### src/rtl/itno_ram.sv
// ----------------------------------------------------------------------------
// itno_ram
// Generic single-write, single-read memory with registered read data.
// ----------------------------------------------------------------------------
module itno_ram #(
  parameter int WIDTH = 8,
  parameter int DEPTH = 16
) (
  input  logic                                      clk,
  input  logic                                      we,
  input  logic [((DEPTH > 1) ? $clog2(DEPTH) : 1)-1:0] waddr,
  input  logic [WIDTH-1:0]                          wdata,
  input  logic [((DEPTH > 1) ? $clog2(DEPTH) : 1)-1:0] raddr,
  output logic [WIDTH-1:0]                          rdata
);

  logic [WIDTH-1:0] mem [DEPTH];

  always_ff @(posedge clk) begin
    if (we) begin
      mem[waddr] <= wdata;
    end
    rdata <= mem[raddr];
  end

endmodule

### config.mk
export PLATFORM = sky130hd
export DESIGN_NAME = itno_ram
export DESIGN_NICKNAME = d
export VERILOG_FILES = /design/src/rtl/itno_ram.sv
export SDC_FILE = /design/constraint.sdc
export NUM_CORES = 1
export LEC_CHECK = 0
export ABC_AREA = 1
export BUFFER_PORTS_ARGS = -buffer_cell sky130_fd_sc_hd__clkbuf_2
export CAP_MARGIN = 20
export CELL_PAD_IN_SITES_DETAIL_PLACEMENT = 0
export CELL_PAD_IN_SITES_GLOBAL_PLACEMENT = 1
export CORE_MARGIN = 2
export CORE_UTILIZATION = 35
export DETAILED_ROUTE_END_ITERATION = 8
export PLACE_DENSITY_LB_ADDON = 0.1
export SLEW_MARGIN = 40
export SYNTH_ARGS = -nofsm -noshare
export SYNTH_HDL_FRONTEND = slang
export SYNTH_SLANG_ARGS = --single-unit
### constraint.sdc
create_clock -name clk -period 3.2 [get_ports clk]
set_input_delay 0.64 -clock clk [delete_from_list [all_inputs] [get_ports clk]]
set_output_delay 0.64 -clock clk [all_outputs]
set_load 0.005 [all_outputs]
==> results.md <==
STA:
- Setup slack closes at 1.43 ns.
- The hold violation total from the final report is 0.
- Setup violations remaining at the end of the flow were counted as 0.
- The setup skew after layout is 0.00703 ns.
- At the pin with the least slew margin, the transition time is 0.766 ns.
- The top achievable clock speed is 565 MHz.
- Setup repair after global routing left no endpoint under its margin.
- The part of the cycle the worst path needs is 55.3%.
- The worst slew slack as a fraction of its limit is 48.7%.
- The final critical-path required period is 1.77 ns.
- After routing, the total negative slack on setup checks comes to 0 ns.
- The final number of max-transition violations is 0.

Floorplan:
- The effective utilization at floorplan is 36.0%.
- The core footprint is 0.0160 mm^2.
- For this design the top-level I/O count stands at 26.
- Measured along the y axis, the die boundary spans 132 um.
- The die outline width is 132 um.
- The die area is 0.0175 mm^2.
- The floorplan has 46 rows.

Clocking:
- The total of hold buffers inserted after clock tree synthesis is 0.
- The clock transition at the register clock pins on the worst setup and hold paths after CTS is 0.05 ns.
- The total CTS buffers is 17.
- The TritonCTS clock tree is done.
- The largest buffer count on any clock path is 2.
- The latest clock arrival within the worst-skew pair is 0.41 ns.
- The number of gates resized after CTS was 0.
- Buffers added to address setup during post-CTS repair amount to 0.
- In this run the number of H-tree levels came out at 4.
- CTS saw 136 sinks.
- In this run the clock root is driven by a clkbuf_16.

Worst setup path:
- For this run, the slowest stage of the critical path takes 0.53 ns.
- The critical path capture point type is a flop.
- STA puts the critical path data required time at 3.50 ns.
- The cell that appears most often on the critical path is nand3_1.
- The category of the critical setup timing path is in -> reg.
- The data arrival at the endpoint of the critical path is 2.07 ns.
- Traced cell by cell, the critical path runs through clkbuf_2 > inv_2 > buf_4 > nand2_1 > nand3_1 > nand3_1 > nand3_1 > nand2_1.
- In this run the worst setup path begins at raddr[0].
- In this run the critical register-to-register path is launched from mem[1][5].
- The worst-path maximum fanout is 38.
- STA classifies the critical path startpoint as a primary input.
- On the critical path, the stage with the largest delay is an instance of inv_2.

Job:
- Max-cap violations in this run came to 0.

Cells and area:
- The final net count is 593.
- The area added between synthesis and finish is 13.5%.
- The count of fill cells added during filler insertion is 1,597.
- Of the cells placed in the final design, the portion with a size suffix greater than 1 is 10.2%.
- The utilization after layout is 40.9%.
- The final design area excluding fillers is 0.00655 mm^2.
- The number of antenna diodes in the final layout is 0.
- The final non-filler cell total is 804.

Synth:
- Of the post-synthesis cell area, the dominant cell type holds 66.7%.
- The share of the Yosys chip area taken by registers is 69.4%.
- The count of different cell masters after synthesis is 12.
- The instance count of the mapped netlist is 551.
- The mapped cell area is 0.00577 mm^2.
- The average instance area after synthesis is 10.5 um^2.
- The warning count from the yosys run is 0.
- Yosys attributes the largest share of cell area to edfxtp_1 (67%), nand2_1 (11%), nand3_1 (8.4%).
- The number of nets in the synthesized netlist is 569.
- The post-synthesis register bit count is 136.
- The largest total area in the synthesized netlist belongs to edfxtp_1.

Route:
- The post-detailed-route via-to-cell ratio is 4.54.
- The count of unresolved DRC violations after routing is 0.
- The number of antenna-violating nets in the routed design is 0.
- The routed wire length is 14,000 um.
- Summing over every cut layer, the via total after detailed routing is 3,653.
- In this run, the number of DRC markers left after iteration 0 of detailed routing was 279.
- In the final routed layout, each cell accounts on average for 17.5 um.
- For this run, the detailed router's first-pass iteration total came to 4.

Placement:
- The cell count after placement is 772.
- Once detailed placement completed, the half-perimeter wirelength came to 8590 um.
- Routability-driven placement finished with a final weighted congestion of 0.741.
- After detailed placement, the total cell area comes to 0.00604 mm^2.
- The count of input and output buffers is 25.
- The minimum setup slack after placement is 0.962 ns.

Power and ir drop:
- In this run the power density over the cells is 601 mW/mm^2.
- The worst-case IR drop observed on VDD is 0.000341 V.
- For this design the static power due to leakage is 2.79 nW.

Global routing:
- The maximum number of pins on one net before global-route repair is 65.
- The first-pass GRT wire length is 21,600 um.
- The initial antenna violation count is 0.
- Global routing finished with a remaining overflow of 0.
- The global-route usage over all layers is 17.0%.
- The via count of the first global-routing pass is 3,476.

Run status:
- The run finished with clean final reports.

Hold path:
- The min-delay analysis places its worst path in the category in -> reg.
- The startpoint identified for the worst hold timing path is raddr[3].
==> report_power, final <==
group	switching [mW]	internal [mW]	total [mW]
clock network	0.669	1.02	1.69
logic	0.175	0.0642	0.240
registers	0.0115	1.99	2.00
total	0.856	3.08	3.94
==> worst paths after layout <==
path                            endpoint  slack (ns)  cells after the start
worst min-delay path            rdata[7]        0.65                      3
worst max register to register  rdata[5]        2.10                      6
worst min register to register  rdata[3]        0.69                      6
worst max-delay path            rdata[5]        1.43                      8
==> worst max-delay path, delay by kind of cell <==
kind | cells | cell delay [ns]
buf+inv | 3 | 0.97
simple gates | 5 | 0.43
==> cell usage in the layout (no fill, tap or decap), drive strengths merged <==
| cell | n |
|---|---|
| buf | 4 |
| clkbuf | 52 |
| clkinv | 5 |
| dfxtp | 8 |
| edfxtp | 128 |
| inv | 102 |
| nand2 | 173 |
| nand3 | 97 |
| nand3b | 2 |
| nor2 | 17 |
==> synth_stat cells <==
library cell and number:
buf_1 1, buf_2 13, buf_4 4, buf_6 6, dfxtp_1 8, edfxtp_1 128
inv_1 100, inv_2 2, nand2_1 173, nand3_1 97, nand3b_1 2, nor2_1 17
==> area by class of cell <==
class | count | area [um^2] | share of cell area (%)
clock buffers | 27 | 483 | 7.38
clock inverters | 5 | 23.8 | 0.363
inverters | 102 | 383 | 5.85
multi-input cells | 289 | 1230 | 18.8
flip-flops and latches | 136 | 4000 | 61.2
well taps | 216 | 270 | 4.13
repair buffers | 29 | 155 | 2.37
==> state kept, by name (all words and copies together) (netlist names) <==
signal and count:
mem 128, rdata 8
==> through the flow <==
| step | hold slack (ns) | total power [mW] |
|---|---|---|
| 6_report | 0.655 | 3.94 |
| 3_5_place_dp | 0.679 | 2.29 |
| 3_3_place_gp | 0.663 | 2.29 |
| 5_1_grt | 0.663 | 4.09 |
| 4_1_cts | 0.643 | 3.99 |
| 2_1_floorplan | 0.607 | 2.18 |
==> per-layer routing <==
layer / share of wire (%) / up-vias / wire length (um) / GRT usage, %
li1: - / 1825 / - / -
met1: 48 / 1739 / 6730 / 24.7
met2: 46 / 85 / 6420 / 24.6
met3: 5.8 / 4 / 812 / 4.50
met4: 0.51 / 0 / 71 / 6.03
met5: 0 / - / 0 / 0
==> logic make-up after synthesis <==
logic type / after synthesis / synth area share (%)
flip-flops: 136 / 69.4
buffers and inverters: 126 / 9.52
AND/OR/NAND/NOR: 289 / 21.0
No activity file was read; power rests on OpenSTA's default activity.
